## src/rtl/fppa_pkg.sv

```systemverilog
// Shared types and character constants for the FTP PORT/PASV address parser.
package fppa_pkg;

  typedef enum logic [2:0] {
    PH_PREFIX  = 3'd0,
    PH_NOMATCH = 3'd1,
    PH_SKIP    = 3'd2,
    PH_SEP     = 3'd3,
    PH_NUM     = 3'd4,
    PH_OK      = 3'd5,
    PH_FAIL    = 3'd6
  } phase_t;

  typedef enum logic [1:0] {
    KIND_PORT    = 2'd0,
    KIND_PASV    = 2'd1,
    KIND_NEITHER = 2'd2
  } kind_t;

  localparam logic [7:0] CH_P     = 8'h50;
  localparam logic [7:0] CH_O     = 8'h4F;
  localparam logic [7:0] CH_R     = 8'h52;
  localparam logic [7:0] CH_T     = 8'h54;
  localparam logic [7:0] CH_2     = 8'h32;
  localparam logic [7:0] CH_7     = 8'h37;
  localparam logic [7:0] CH_COMMA = 8'h2C;
  localparam logic [7:0] CH_NUL   = 8'h00;

  localparam logic [2:0] PORT_LEN = 3'd4;
  localparam logic [2:0] PASV_LEN = 3'd3;
  localparam logic [2:0] LAST_NUM = 3'd5;

  localparam logic [15:0] CONTROL_PORT_RESET = 16'd21;

  typedef struct packed {
    phase_t      phase;
    logic [2:0]  byte_pos;
    logic [2:0]  num_idx;
    logic [31:0] acc;
    logic [31:0] addr;
    logic [15:0] port;
    kind_t       kind;
  } parse_state_t;

  localparam parse_state_t STATE_RESET = '{
    phase:    PH_PREFIX,
    byte_pos: 3'd0,
    num_idx:  3'd0,
    acc:      32'd0,
    addr:     32'd0,
    port:     16'd0,
    kind:     KIND_NEITHER
  };

  typedef struct packed {
    logic        emit;
    kind_t       kind;
    logic        ok;
    logic [31:0] addr;
    logic [15:0] port;
  } step_result_t;

endpackage

```

## src/rtl/fppa_step.sv

```systemverilog
// Per-byte parser step: next parse state and the packet result on the last byte.
module fppa_step (
  input  fppa_pkg::parse_state_t state,
  input  logic [7:0]             payload_byte,
  input  logic [15:0]            dest_port,
  input  logic                   last_byte,
  input  logic [15:0]            control_port,
  output fppa_pkg::parse_state_t state_next,
  output fppa_pkg::step_result_t result
);
  import fppa_pkg::*;

  function automatic parse_state_t commit(input parse_state_t s);
    parse_state_t r;
    r = s;
    case (s.num_idx)
      3'd0:    r.addr = {s.acc[7:0], 24'd0};
      3'd1:    r.addr = s.addr | {s.acc[15:0], 16'd0};
      3'd2:    r.addr = s.addr | {s.acc[23:0], 8'd0};
      3'd3:    r.addr = s.addr | s.acc;
      3'd4:    r.port = {s.acc[7:0], 8'd0};
      default: r.port = s.port | s.acc[15:0];
    endcase
    return r;
  endfunction

  parse_state_t s1;
  parse_state_t s2;
  kind_t        cur_kind;
  logic [2:0]   prefix_len;
  logic [7:0]   want;
  logic [2:0]   pos_inc;
  logic         is_digit;
  logic         is_space;
  logic [31:0]  digit_val;
  kind_t        out_kind;

  always_comb begin
    is_digit  = payload_byte inside {[8'h30:8'h39]};
    is_space  = (payload_byte == 8'h20) || (payload_byte inside {[8'h09:8'h0D]});
    digit_val = {28'd0, payload_byte[3:0]};

    cur_kind   = (state.byte_pos == 3'd0) ?
                 ((dest_port == control_port) ? KIND_PORT : KIND_PASV) : state.kind;
    prefix_len = (cur_kind == KIND_PORT) ? PORT_LEN : PASV_LEN;
    if (cur_kind == KIND_PORT) begin
      case (state.byte_pos[1:0])
        2'd0:    want = CH_P;
        2'd1:    want = CH_O;
        2'd2:    want = CH_R;
        default: want = CH_T;
      endcase
    end else begin
      // The reply prefix repeats every three positions.
      want = (state.byte_pos == 3'd2 || state.byte_pos == 3'd5) ? CH_7 : CH_2;
    end
    pos_inc = state.byte_pos + 3'd1;

    s1 = state;
    case (state.phase)
      PH_PREFIX: begin
        s1.kind = cur_kind;
        if (payload_byte != want) begin
          s1.phase = PH_NOMATCH;
          s1.kind  = KIND_NEITHER;
        end else begin
          s1.byte_pos = pos_inc;
          if (pos_inc >= prefix_len) s1.phase = PH_SKIP;
        end
      end
      PH_SKIP: begin
        if (is_digit) begin
          s1.acc   = digit_val;
          s1.phase = PH_NUM;
        end else if (payload_byte == CH_NUL) begin
          s1.phase = PH_FAIL;
        end
      end
      PH_SEP: begin
        if (is_digit) begin
          s1.acc   = digit_val;
          s1.phase = PH_NUM;
        end else if (!is_space) begin
          s1.phase = PH_FAIL;
        end
      end
      PH_NUM: begin
        if (is_digit) begin
          s1.acc = {state.acc[28:0], 3'd0} + {state.acc[30:0], 1'b0} + digit_val;
        end else if (state.num_idx >= LAST_NUM) begin
          s1       = commit(state);
          s1.phase = PH_OK;
        end else if (payload_byte == CH_COMMA) begin
          s1         = commit(state);
          s1.num_idx = state.num_idx + 3'd1;
          s1.phase   = PH_SEP;
        end else begin
          s1.phase = PH_FAIL;
        end
      end
      default: ;
    endcase

    // The sixth number may run up to the end of the packet.
    s2 = s1;
    if (s1.phase == PH_NUM && s1.num_idx >= LAST_NUM) begin
      s2       = commit(s1);
      s2.phase = PH_OK;
    end

    out_kind = (s2.phase == PH_PREFIX || s2.phase == PH_NOMATCH) ? KIND_NEITHER : s2.kind;

    result.emit = last_byte;
    result.kind = out_kind;
    result.ok   = (out_kind != KIND_NEITHER) && (s2.phase == PH_OK);
    result.addr = result.ok ? s2.addr : 32'd0;
    result.port = result.ok ? s2.port : 16'd0;

    state_next = last_byte ? STATE_RESET : s1;
  end

endmodule

```

## src/rtl/ftp_port_pasv_address_parser_core.sv

```systemverilog
// Top level of the FTP PORT/PASV address parser: handshakes, state and result registers.
//
// Payload bytes of a packet enter on the s_axis channel, one per request, with the
// packet's destination port beside each byte and tlast on the final byte. If the
// destination port equals control_port the payload must start with "PORT", otherwise
// with "227"; six comma-separated decimal numbers follow and give the address and port.
// One result leaves on m_axis for each packet, taken on its last byte; other bytes
// give no result.
// Throughput is one byte per cycle unless a stalled result blocks the step: a byte sits
// in the input register while the step logic updates the parse state, and the result
// lands in the output register. m_axis_tvalid rises once the last byte has passed the
// input register and the step into the output register.
// When the receiver stalls with a result waiting, a byte already held in the input
// register waits and s_axis_tready drops at once; with the input register empty, one
// more byte is taken before s_axis_tready drops.
// The user must write control_port (cfg_valid/cfg_data) only while no packet is in
// flight; the block does not enforce this. Reset (rst, synchronous) empties both
// registers, sets control_port to 21 and returns the parser to the start of a packet.
module ftp_port_pasv_address_parser_core (
  input  logic        clk,
  input  logic        rst,
  input  logic        cfg_valid,
  output logic        cfg_ready,
  input  logic [15:0] cfg_data,        // control_port
  input  logic        s_axis_tvalid,
  output logic        s_axis_tready,
  input  logic [23:0] s_axis_tdata,    // [7:0] payload_byte, [23:8] dest_port
  input  logic        s_axis_tlast,    // last_byte
  output logic        m_axis_tvalid,
  input  logic        m_axis_tready,
  output logic [47:0] m_axis_tdata,    // [31:0] ipv4_address, [47:32] tcp_port
  output logic [2:0]  m_axis_tuser     // [1:0] message_kind, [2] parse_ok
);
  import fppa_pkg::*;

  logic [15:0]  control_port;
  logic         in_valid;
  logic [7:0]   in_byte;
  logic [15:0]  in_dport;
  logic         in_last;
  parse_state_t state;
  parse_state_t state_next;
  step_result_t result;
  logic         step_fire;
  logic         out_valid;
  kind_t        out_kind;
  logic         out_ok;
  logic [31:0]  out_addr;
  logic [15:0]  out_port;

  assign cfg_ready     = 1'b1;
  assign step_fire     = in_valid && (!out_valid || m_axis_tready);
  assign s_axis_tready = !in_valid || step_fire;

  always_ff @(posedge clk) begin
    if (rst) begin
      control_port <= CONTROL_PORT_RESET;
    end else if (cfg_valid && cfg_ready) begin
      control_port <= cfg_data;
    end
  end

  always_ff @(posedge clk) begin
    if (rst) begin
      in_valid <= 1'b0;
    end else if (s_axis_tready) begin
      in_valid <= s_axis_tvalid;
    end
  end

  always_ff @(posedge clk) begin
    if (s_axis_tvalid && s_axis_tready) begin
      in_byte  <= s_axis_tdata[7:0];
      in_dport <= s_axis_tdata[23:8];
      in_last  <= s_axis_tlast;
    end
  end

  fppa_step u_step (
    .state        (state),
    .payload_byte (in_byte),
    .dest_port    (in_dport),
    .last_byte    (in_last),
    .control_port (control_port),
    .state_next   (state_next),
    .result       (result)
  );

  always_ff @(posedge clk) begin
    if (rst) begin
      state <= STATE_RESET;
    end else if (step_fire) begin
      state <= state_next;
    end
  end

  always_ff @(posedge clk) begin
    if (rst) begin
      out_valid <= 1'b0;
    end else if (step_fire && result.emit) begin
      out_valid <= 1'b1;
    end else if (m_axis_tready) begin
      out_valid <= 1'b0;
    end
  end

  always_ff @(posedge clk) begin
    if (step_fire && result.emit) begin
      out_kind <= result.kind;
      out_ok   <= result.ok;
      out_addr <= result.addr;
      out_port <= result.port;
    end
  end

  assign m_axis_tvalid = out_valid;
  assign m_axis_tdata  = {out_port, out_addr};
  assign m_axis_tuser  = {out_ok, out_kind};

`ifndef NO_ASSERTIONS
  a_ready_only_when_blocked: assert property (@(posedge clk) disable iff (rst)
    !s_axis_tready |-> (in_valid && out_valid && !m_axis_tready))
    else $error("input stalled without a blocked result");

  a_reset_after_last: assert property (@(posedge clk) disable iff (rst)
    (step_fire && in_last) |=> (state.phase == PH_PREFIX && state.byte_pos == 3'd0
                                && state.num_idx == 3'd0))
    else $error("parse state not cleared after last byte");

  a_ok_has_kind: assert property (@(posedge clk) disable iff (rst)
    (out_valid && out_ok) |-> (out_kind != KIND_NEITHER))
    else $error("successful parse reported with kind neither");

  a_num_idx_range: assert property (@(posedge clk) disable iff (rst)
    state.num_idx <= LAST_NUM)
    else $error("number index past the sixth number");

  a_result_from_last: assert property (@(posedge clk) disable iff (rst)
    $rose(out_valid) |-> $past(step_fire && in_last))
    else $error("result appeared without a last byte");
`endif

endmodule
```

## config.mk

```make
export PLATFORM = sky130hd
export DESIGN_NAME = ftp_port_pasv_address_parser_core
export DESIGN_NICKNAME = d
export VERILOG_FILES = /design/src/rtl/fppa_pkg.sv /design/src/rtl/fppa_step.sv /design/src/rtl/ftp_port_pasv_address_parser_core.sv
export SDC_FILE = /design/constraint.sdc
export NUM_CORES = 1
export LEC_CHECK = 0
export ABC_AREA = 1
export BUFFER_PORTS_ARGS = -buffer_cell sky130_fd_sc_hd__buf_2
export CAP_MARGIN = 20
export CORE_MARGIN = 2
export CORE_UTILIZATION = 35
export CTS_CLUSTER_DIAMETER = 40
export DETAILED_ROUTE_END_ITERATION = 7
export PLACE_DENSITY = 0.62
export SLEW_MARGIN = 40
export SYNTH_ARGS = -nofsm -noshare
export SYNTH_HDL_FRONTEND = slang
export SYNTH_SLANG_ARGS = --single-unit
```

## constraint.sdc

```tcl
create_clock -name clk -period 10.7 [get_ports clk]
set_input_delay 2.14 -clock clk [delete_from_list [all_inputs] [get_ports clk]]
set_output_delay 2.14 -clock clk [all_outputs]
set_load 0.02 [all_outputs]
```

Yosys cells after proc, flatten, opt, wreduce, memory -nomap -nowiden --
Index checks and enable logic that the tools add are counted.
Operators by class: $lt $le $gt $ge 7, muxes and demuxes 36, bitwise gates (word level) 8, reduce and logical (&&, ||, !) cells 26, add/sub/neg operators 4, equality and inequality tests 23
Operators with widths (count):
- 2-to-1 mux 91 bit | 3
- one-hot mux 32 bit (4 select lines) | 2
- bitwise OR 32 bit | 6
- 2-to-1 mux 85 bit | 1
- 2-to-1 mux 32 bit | 2
- one-hot mux 16 bit (2 select lines) | 2
- one-hot mux 32 bit (2 select lines) | 1
- 2-to-1 mux 50 bit | 1
- 2-to-1 mux 48 bit | 1
- 2-to-1 mux 3 bit | 11
- adder 32 bit | 1
- adder 32 x 4 -> 32 bit | 1
- bitwise OR 16 bit | 2
- equality test 3 x 2 -> 1 bit (second input constant) | 7
- equality test 3 bit (second input constant) | 6
- equality test 16 bit | 1
- equality test 8 x 6 -> 1 bit (second input constant) | 2
- zero test 3 bit | 5
- one-hot mux 5 bit (3 select lines) | 1
- one-hot mux 3 bit (4 select lines) | 1
- equality test 3 x 1 -> 1 bit (second input constant) | 3
- 2-to-1 mux 9 bit | 1
- >= comparator 8 x 4 -> 1 bit (second input constant) | 1
- >= comparator 8 x 6 -> 1 bit (second input constant) | 1
- 22 further kinds | 41
Word-level totals: logic and storage cells 121, flip-flop bits (word level) 185, input bits 46, output and inout bits 54

Depth between registers and ports, before layout --
Gate-level depths: netlist (run 1).
depth in word-level cells 17, mapped depth 26, depth with buffers taken out 24

Modules after synthesis --
From an unflattened synthesis (run 1), not the netlist that was laid out.
Unflattened totals: cell total of the unflattened synthesis 1790, area total of the unflattened synthesis 12643.4 µm²
By module, submodules not included:
- ftp_port_pasv_address_parser_core | times used 1, seq. area each 4464.3 µm², area an instance 7025.5 µm², cells each 758
- fppa_step | times used 1, seq. area each 0.0 µm², area an instance 5617.9 µm², cells each 1032

Worst setup path after synthesis (run 1) --
Ideal clock, no wire load.
path kind input -> register, from in m_axis_tready, to reg state[85] (netlist name), library setup time 0.117 ns, data required time 10.583 ns, cell stages on the path 7, buffers on the path 0, slack 5.451 ns, data arrival time 5.132 ns, cell sequence inv_1 nand2_1 nand2_1 nor2_1 inv_1 a21oi_1 nor2_1
Between the ends: longest elaborated chain between the ends 2
RTL lines:
- start: declaration | RTL line ftp_port_pasv_address_parser_core.sv:30 | input logic m_axis_tready,
- logical OR 1 bit | RTL line ftp_port_pasv_address_parser_core.sv:52 | assign step_fire = in_valid && (!out_valid || m_axis_tready);
- logical AND 1 bit | RTL line ftp_port_pasv_address_parser_core.sv:52
Every way passes these cells. A chain may end at the register's enable or synchronous reset.

Final worst setup path (run 1) --
from in m_axis_tready, to out s_axis_tready
Between the ends: longest elaborated chain between the ends 3
RTL lines:
- logical OR 1 bit | RTL line ftp_port_pasv_address_parser_core.sv:52
- logical AND 1 bit | RTL line ftp_port_pasv_address_parser_core.sv:52
- logical OR 1 bit | RTL line ftp_port_pasv_address_parser_core.sv:53 | assign s_axis_tready = !in_valid || step_fire;
- end: declaration | RTL line ftp_port_pasv_address_parser_core.sv:26 | output logic s_axis_tready,
Every way passes these cells.

==> results of run 1 <==
kinds of logic (layout without fill, tap and decap cells):
logic type	count (synthesis)	count (layout)
xor+xnor	11	11
buf+inv	254	338
other cells	1	1
flops	185	185
fa+ha+maj	72	72
simple gates	576	576
compound gates	409	409
synthesized netlist by cell type (3+ instances only):
library cell / number
nand2_1: 318
a21oi_1: 195
inv_1: 185
nor2_1: 131
o21ai_0: 126
dfxtp_1: 109
edfxtp_1: 76
ha_1: 70
nand3_1: 54
clkbuf_1: 41
o22ai_1: 27
or2_2: 17
o21bai_1: 16
nand4_1: 15
inv_2: 11
nor2_4: 11
nor3_1: 9
buf_2: 7
nor2_2: 7
o211ai_1: 6
xor2_1: 6
a211oi_1: 5
clkinv_1: 5
o21ai_1: 5
xnor2_1: 5
a2bb2oi_1: 4
a21o_1: 3
a31oi_1: 3
nand2_4: 3
nand3_2: 3
o32ai_1: 3
critical path: stages:
cell	delay [ns]
buf_2	0.10
inv_1	0.05
nand2_1	0.07
inv_1	0.07
nand2_1	0.12
buf_2	0.19
per-stage QoR:
| step | util | total power, mW | worst slack [ns] |
|---|---|---|---|
| after floorplan | - | 0.8083 | 5.451 |
| after global placement | 0.3816 | 0.8316 | 5.811 |
| after detailed placement | 0.3818 | 0.8330 | 5.813 |
| after CTS | 0.4013 | 1.502 | 5.807 |
| after global routing | 0.4013 | 1.541 | 5.763 |
| final | 0.4013 | 1.493 | 5.822 |
cell usage in the layout, fill, tap and decap left out, types with 5 or more instances in the layout:
cell type  synthesis  routed
a21oi_1          195     195
nand3_1           54      54
nor2_4            11      13
edfxtp_1          76      76
buf_4              2       5
dfxtp_1          109     109
xnor2_1            5       5
ha_1              70      70
nor2_1           131     128
o21ai_0          126     126
a211oi_1           5       5
o211ai_1           6       6
nand2_1          318     317
buf_2              7      98
nor3_1             9       9
inv_2             11      12
clkinv_1           5       7
o22ai_1           27      27
xor2_1             6       6
o21bai_1          16      16
o21ai_1            5       5
or2_2             17      17
inv_1            185     182
nand4_1           15      15
clkbuf_16          0      17
nor2_2             7       8
cell type report:
class,count,area share
clock buffer,18,0.03389
clock inverter,14,0.01472
inverter,201,0.05958
multi-input combinational,1069,0.4561
sequential,185,0.3525
tap,402,0.03972
timing repair buffer,105,0.04347
routing by layer:
layer  vias up  global-route usage  wire length [um]
li1       5184                   -                 -
met1      4807              0.2657             15060
met2       353              0.3180             14610
met3        51             0.03276              2121
met4         0             0.05600               794
met5         -                   0                 0
worst min-delay path by stage:
stage                                            start                           end  slack [ns]  depth (start not counted)
after global placement    control_port[3]$_SDFFE_PP0P_  control_port[3]$_SDFFE_PP0P_        0.45                          2
after floorplan           control_port[3]$_SDFFE_PP0P_  control_port[3]$_SDFFE_PP0P_        0.44                          2
after detailed placement        state[21]$_SDFFE_PP0P_        state[21]$_SDFFE_PP0P_        0.45                          2
final                           state[23]$_SDFFE_PP0P_        state[23]$_SDFFE_PP0P_        0.46                          2
after global routing             state[4]$_SDFFE_PP0P_         state[4]$_SDFFE_PP0P_        0.48                          2
after CTS                       state[21]$_SDFFE_PP0P_        state[21]$_SDFFE_PP0P_        0.47                          2
flip-flops by register name, indices dropped and copies added, names as in the netlist:
signal         count
in_dport          16
state             91
control_port      16
out_port          16
in_byte            8
out_kind           2
in_last            1
in_valid           1
m_axis_tvalid      1
out_addr          32
out_ok             1
power by group through the flow:
stage	combinational (mW)	sequential, mW	clock (mW)
global route	0.0730	0.752	0.716
floorplan	0.0413	0.767	0
CTS	0.0662	0.751	0.684
detailed placement	0.0658	0.767	0
global placement	0.0648	0.767	0
finish	0.0654	0.751	0.677
==> metrics.cfg, run 1 <==
[logic_synthesis]
synth.distinct_cells=52
synth_simple_gate_area_frac=0.2219
synth_top_cell_area_share=0.2035
synth_compound_area_frac=0.2007
synth.area.top_cells=edfxtp_1, dfxtp_1, nand2_1, a21oi_1, ha_1
yosysSeqAreaShare=0.3981
synth_xor_area_frac=0.008592
synth_top_family_by_area=simple AND/OR/NAND/NOR gates
synth_nets=1626
yosys_warnings=0
muxShareOfSynthArea=0
synthCells=1508
synthAdderAreaFrac=0.08168
synthesis.area_um2=11210
synth_top_flop_cell=dfxtp_1
synth.avg_cell_area_um2=7.436
yosys_register_bits=185
async_flop_share=0
post-synth-top-area-cell=edfxtp_1
synth-edff-count=76

[setup_path]
crit_fanout=3
cp.required_ns=8.56
r2r-end=out_port[14]$_SDFFCE_PN0P_
startpoint=m_axis_tready
reg2reg_slack_ns=6.58
arrival_ns=2.74
endpoint=s_axis_tready
r2r_start=state[50]$_SDFFE_PP0P_
path_class=input port to output pin
worstSetupEndpointType=output pin
r2r_cells=17
cp-start-kind=input port

[clocking]
numCtsBuffers=17
cts.sinks=185
clk_latency_ns=0.45
cts_hold_repair.buffers=0
cts-htree-levels=4
clk_pin_slew_ns=0.08
cts_buffer_depth=2
cts_resized=0
cts_tree=built
post_cts.repair.setup_buffers=0
cts_root_buffer=clkbuf_16

[global_routing]
grtUsageTotal=0.1948
antenna_found_initial=0
overflow=0
grt_pass1_vias=9626
grt_max_degree=93
grt_pass1_wl_um=51720

[route]
drtIter0Drc=890
drc_errors=0
drt-total-wl_um=32590
vias_per_cell=5.213
firstDrtPassIters=5
wl_per_cell_um=16.34
antenna_left=0
vias=10400

[floorplanning]
io_pins=100
die_area_um2=33490
die_w_um=183.0
fp-row-count=65
core_area_um2=31560
initial_core_util=0.3554
die_h_um=183.0

[timing]
whs_ns=0.4648
worst_pin_slew_ns=0.8056
max_freq_ghz=0.2050
setup_tns_ns=0
post-route-period-util=0.4559
fin_worst_skew_ns=0.01891
final_hold_viol_count=0
rsz0062_at_grt=no
finalSetupViolCount=0
min_period_ns=4.878
slew_headroom=0.4596
drv_slew=0

[placed_design]
routabilityCongestion=0.8953
place_inst=1962
place_hpwl_um=23230
place_area_um2=12050
io_buffer_count=98

[layout]
area_delta_synth_final_pct=12.93
seq_area_um2=4464
drive_gt1_frac=0.1256
finalInstanceArea_um2=12660
stdcell_count=1994
fillers=3290
antenna_cells=0
nNetsFinal=1697
multi_input_area_um2=5776

[pwr]
switchingPower_mw=0.3558
power_density_nw_per_um2=117.9
vdd_drop_max_mv=0.1539
seqPwrFrac=0.503
intPower_mw=1.137
p_leak_nw=5.280
p_sw_frac=0.2383
power_frac_clock=0.453
combPwrFrac=0.044

[outcome]
run_status=finished, final reports clean

[worst_hold_path]
hold_path_class=flop to flop

[run]
cap_violations=0

(Power assumes the default switching activity.)
==> run 2: changes to the inputs <==
clock period = 4.9 ns   (was 10.7 ns; I/O delays follow)
==> run 2 against run 1 <==
Non-clock buffer count rose by 1. Register-to-register slack got worse by 5.5 ns. Largest power group unchanged. Global-route usage rose by 0.63 points.
==> metrics.cfg, run 2 (synthesis results as in run 1) <==
[pwr]
power_mw=3.199  ; +110%
p_leak_nw=5.270  ; -0.19%
power_density_nw_per_um2=253.2  ; +110%
vdd_drop_max_mv=0.2353  ; +53%

[layout]
most-common-layout-cells=nand2_1, a21oi_1, inv_1
area_delta_synth_final_pct=12.70
reg_top3=state (91), out_addr (32)
fillers=3303  ; +0.40%
largest_register=state
nNetsFinal=1698  ; +0.059%
drive_gt1_frac=0.1255  ; about the same
antenna_cells=0  ; unchanged
layout_commonest_cell=nand2_1
largest_register_ffs=91  ; unchanged

[global_routing]
overflow=0  ; unchanged
grtUsageTotal=0.2011  ; +0.006292
grt_pass1_vias=9878  ; +2.6%
antenna_found_initial=1  ; +1
grt_max_degree=81  ; -13%
grt_pass1_wl_um=53200  ; +2.9%

[clocking]
cts_resized=0  ; unchanged
clk_latency_ns=0.45  ; about the same
cts_hold_repair.buffers=0  ; unchanged
cts-htree-levels=4  ; unchanged
cts_buffer_depth=2  ; unchanged
cts_tree=built
clk_pin_slew_ns=0.08  ; about the same
cts.sinks=185  ; unchanged
cts_root_buffer=clkbuf_16
post_cts.repair.setup_buffers=0  ; unchanged
numCtsBuffers=17  ; unchanged

[setup_path]
crit_fanout=7  ; +4
cp_slowest_cell=dfxtp_1
worstSetupEndpointType=flop
slowest_delay_ns=0.67  ; +0.48 ns
r2r_start=state[52]$_SDFFE_PP0P_
arrival_ns=4.05  ; +1.31 ns
cp.required_ns=5.09  ; -3.47 ns
r2r-end=out_port[13]$_SDFFCE_PN0P_
worstPathCellList=fa_1, ha_1, nand3_1, nand2_1, a21oi_1, o21ai_0, nand2_1, nand2_1, a21oi_1, o21ai_0, o21ai_0, nand2_1, o21ai_0, a21oi_1, nor2_1
r2r_cells=15  ; -2
cp-start-kind=flop
reg2reg_slack_ns=1.03  ; -5.55 ns
path_class=flop to flop

[worst_hold_path]
min_path_cells=2  ; unchanged
hp-start=state[23]$_SDFFE_PP0P_
min_to=state[23]$_SDFFE_PP0P_
hold_path_class=flop to flop

[timing]
finalSetupViolCount=0  ; unchanged
fin_worst_skew_ns=0.01445  ; -0.004455 ns
final_hold_viol_count=0  ; unchanged
slew_headroom=0.4662  ; +0.006540
setup_tns_ns=0  ; unchanged
whs_ns=0.4632  ; -0.001553 ns
rsz0062_at_grt=no
min_period_ns=3.867
post-route-period-util=0.7892
drv_slew=0  ; unchanged
max_freq_ghz=0.2586
worst_pin_slew_ns=0.8008  ; -0.004830 ns

[run]
cap_violations=0  ; unchanged

[route]
firstDrtPassIters=5  ; unchanged
antenna_left=0  ; unchanged
drtIter0Drc=857  ; -3.7%
vias=10470  ; +0.71%
drc_errors=0  ; unchanged
wl_per_cell_um=16.71  ; +2.2%
drt-total-wl_um=33330  ; +2.3%
vias_per_cell=5.248  ; +0.66%

[floorplanning]
io_pins=100  ; unchanged
fp-row-count=65  ; unchanged
die_w_um=183.0  ; unchanged
die_h_um=183.0  ; unchanged
die_area_um2=33490  ; unchanged
initial_core_util=0.3554  ; unchanged
core_area_um2=31560  ; unchanged

[outcome]
run_status=finished, final reports clean

[placed_design]
place_hpwl_um=24240  ; +4.3%
io_buffer_count=98  ; unchanged
routabilityCongestion=0.9185  ; +2.6%

-- run 2: how the worst max path moves through the flow --
stage                           start                         end  slack [ns]
6_report       state[52]$_SDFFE_PP0P_  out_port[13]$_SDFFCE_PN0P_        1.03
5_1_grt        state[50]$_SDFFE_PP0P_  out_port[14]$_SDFFCE_PN0P_        0.69
4_1_cts        state[50]$_SDFFE_PP0P_  out_port[14]$_SDFFCE_PN0P_        1.11
3_5_place_dp     in_byte[3]$_DFFE_PP_  out_port[14]$_SDFFCE_PN0P_        1.13
3_3_place_gp   state[50]$_SDFFE_PP0P_  out_port[13]$_SDFFCE_PN0P_        1.13
2_1_floorplan           m_axis_tready      state[85]$_SDFFE_PP0P_        0.81
-- run 2: critical path, delay by kind of cell, from the launching register on --
kind,cells,cell delay [ns]
compound gates,7,1.34
fa+ha+maj,2,0.83
simple gates,6,0.76
flops,1,0.67
-- run 2: routing by layer --
layer | track usage | wire, um
met2 | 0.3215 | 14970
met1 | 0.2701 | 14840
met3 | 0.03574 | 2341
met4 | 0.07936 | 1167
met5 | 0 | 13
-- run 2: metrics by stage --
stage	cells	instance area, um^2	setup slack (ns)	util
global route	1995	12640	0.6876	0.4005
detailed placement	1963	12050	1.129	0.3820
CTS	1995	12640	1.114	0.4005
floorplan	1508	11210	0.8108	-
global placement	1963	12050	1.132	0.3818
finish	1995	12640	1.033	0.4005
-- run 2: power breakdown --
part | switching (mW) | leakage [nW] | internal, mW
logic | 0.103 | 3.30 | 0.0420
clock network | 0.644 | 0.280 | 0.770
registers | 0.0155 | 1.69 | 1.62
-- run 2: area by class of cell --
type	instances	area, um^2	share of cell area
clock buffer	19	442.9	0.03505
clock inverter	13	140.1	0.01109
inverter	201	754.5	0.05970
sequential	185	4464	0.3533
tap	402	503.0	0.03980
multi-input combinational	1069	5776	0.4570
timing repair buffer	106	556.8	0.04406
==> run 3: changes to the inputs <==
clock period = 4.1 ns   (was 4.9 ns; I/O delays follow)
==> run 3 against run 2 <==
Critical path type unchanged. Combinational power rose by 20%. Worst hold slack worse by 0.0012 ns. Largest cell class unchanged. Largest power group unchanged. Clock power increased by 24%. Final cell count rose by 0.25%. Register-to-register slack got worse by 0.56 ns. First-iteration DRC count shrank 9.2%. Power increased by 21%. Cell area grew 0.44%.
==> metrics.cfg, run 3 (synthesis results as in run 1) <==
[timing]
min_period_ns=3.626  ; -0.2410 ns
setup_tns_ns=0  ; unchanged
finalSetupViolCount=0  ; unchanged
finalWorstSetupSlack_ns=0.4738  ; -0.5590 ns
worst_pin_slew_ns=0.8304  ; +0.02961 ns
max_freq_ghz=0.2758  ; +6.6%
slew_headroom=0.4464  ; -0.01974
whs_ns=0.4621  ; -0.001153 ns
drv_slew=0  ; unchanged
final_hold_viol_count=0  ; unchanged
fin_worst_skew_ns=0.01651  ; +0.002055 ns
rsz0062_at_grt=no
post-route-period-util=0.8844  ; +0.09521

[global_routing]
overflow=0  ; unchanged
grtUsageTotal=0.2070  ; +0.005840
grt_pass1_vias=10020  ; +1.5%
grt_max_degree=67  ; -17%
grt_pass1_wl_um=54690  ; +2.8%
antenna_found_initial=0  ; -1

[placed_design]
io_buffer_count=98  ; unchanged
routabilityCongestion=0.9290  ; +1.1%
place_hpwl_um=24730  ; +2.0%
dpl_worst_slack_ns=0.5407  ; -0.5880 ns

[setup_path]
path_buf_inv=2  ; +2
worstSetupEndpointType=flop
path_class=flop to flop
path_delay_family=compound AO/OA/AOI/OAI gates
crit_fanout=8  ; +1
slowest_delay_ns=0.66  ; about the same
cp_slowest_cell=dfxtp_1
cp-start-kind=flop
arrival_ns=3.83  ; -0.22 ns
worstPathCellList=ha_1, ha_1, inv_1, fa_1, nand3b_1, nand2_1, a21oi_1, o21bai_1, a21oi_1, o21ai_0, a21oi_1, o21ai_0, o21ai_0, inv_1, o21ai_0, a21oi_1, nor2_1
cp.required_ns=4.30  ; -0.79 ns

[floorplanning]
die_h_um=183.0  ; unchanged
die_w_um=183.0  ; unchanged
initial_core_util=0.3554  ; unchanged
core_area_um2=31560  ; unchanged
io_pins=100  ; unchanged
die_area_um2=33490  ; unchanged
fp-row-count=65  ; unchanged

[route]
drtIter0Drc=778  ; -9.2%
vias_per_cell=5.238  ; -0.18%
antenna_left=0  ; unchanged
wl_per_cell_um=16.99  ; +1.7%
vias=10480  ; +0.067%
drc_errors=0  ; unchanged
firstDrtPassIters=5  ; unchanged
drt-total-wl_um=33990  ; +2.0%

[pwr]
combPwrFrac=0.045  ; about the same
intPower_mw=2.959  ; +21%
switchingPower_mw=0.9242  ; +21%
power_mw=3.883  ; +21%
power_density_nw_per_um2=306.0  ; +21%
seqPwrFrac=0.505  ; -0.008
power_frac_clock=0.450  ; +0.008
vdd_drop_max_mv=0.2701  ; +15%
p_leak_nw=5.299  ; +0.55%
p_sw_frac=0.2380  ; -0.0002407

[clocking]
clk_latency_ns=0.45  ; about the same
cts_buffer_depth=2  ; unchanged
cts_tree=built
cts_resized=0  ; unchanged
cts_root_buffer=clkbuf_16
cts.sinks=185  ; unchanged
cts-htree-levels=4  ; unchanged
clk_pin_slew_ns=0.07  ; about the same
numCtsBuffers=17  ; unchanged
post_cts.repair.setup_buffers=0  ; unchanged
cts_hold_repair.buffers=0  ; unchanged

[layout]
multi_input_area_um2=5776  ; unchanged
reg_top3=state (91), out_addr (32)
most-common-layout-cells=nand2_1, a21oi_1, inv_1
largest_register=state
drive_gt1_frac=0.1277  ; +0.002190
layout_commonest_cell=nand2_1
nNetsFinal=1702  ; +0.24%
final_util=0.4022  ; +0.001744
fillers=3272  ; -0.94%
area_delta_synth_final_pct=13.19
seq_area_um2=4464  ; unchanged
largest_register_ffs=91  ; unchanged

[worst_hold_path]
hold_path_class=flop to flop

[outcome]
run_status=finished, final reports clean

[run]
cap_violations=0  ; unchanged

## run 3: stage by stage
| step | cell area (um^2) | std cells |
|---|---|---|
| floorplan | 11210 | 1508 |
| global placement | 12090 | 1967 |
| detailed placement | 12090 | 1967 |
| CTS | 12690 | 1999 |
| global route | 12690 | 1999 |
| finish | 12690 | 2000 |
## run 3: final timing paths
path	start	endpoint	slack [ns]	depth (start not counted)
worst max-delay path	state[50]$_SDFFE_PP0P_	out_port[14]$_SDFFCE_PN0P_	0.47	17
worst min-delay path	state[21]$_SDFFE_PP0P_	state[21]$_SDFFE_PP0P_	0.46	2
worst max register to register	state[50]$_SDFFE_PP0P_	out_port[14]$_SDFFCE_PN0P_	0.47	17
worst min register to register	state[21]$_SDFFE_PP0P_	state[21]$_SDFFE_PP0P_	0.46	2
## run 3: cell type report
class | instances | share of cell area
antenna | 1 | 0.0001972
clock buffer | 19 | 0.03411
clock inverter | 13 | 0.01311
inverter | 201 | 0.05944
multi-input combinational | 1069 | 0.4550
sequential | 185 | 0.3517
tap | 402 | 0.03963
timing repair buffer | 110 | 0.04673
## run 3: tightest hold or removal path, cell delays in order (launching register included)
cell and delay, ns:
dfxtp_1 0.31, nand2_1 0.06, a21oi_1 0.05
## run 3: power groups by stage
stage	clock, mW	sequential, mW	combinational, mW
detailed placement	0	2.00	0.175
global route	1.85	1.96	0.196
floorplan	0	2.00	0.108
global placement	0	2.00	0.173
finish	1.75	1.96	0.174
CTS	1.78	1.96	0.176
## run 3: routing by layer
| metal | GRT usage | routed length (um) | part of all wire |
|---|---|---|---|
| met3 | 0.04786 | 2538 | 0.075 |
| met2 | 0.3323 | 15170 | 0.45 |
| met5 | 0 | 0 | 0 |
| met1 | 0.2726 | 15190 | 0.45 |
| met4 | 0.07488 | 1096 | 0.032 |
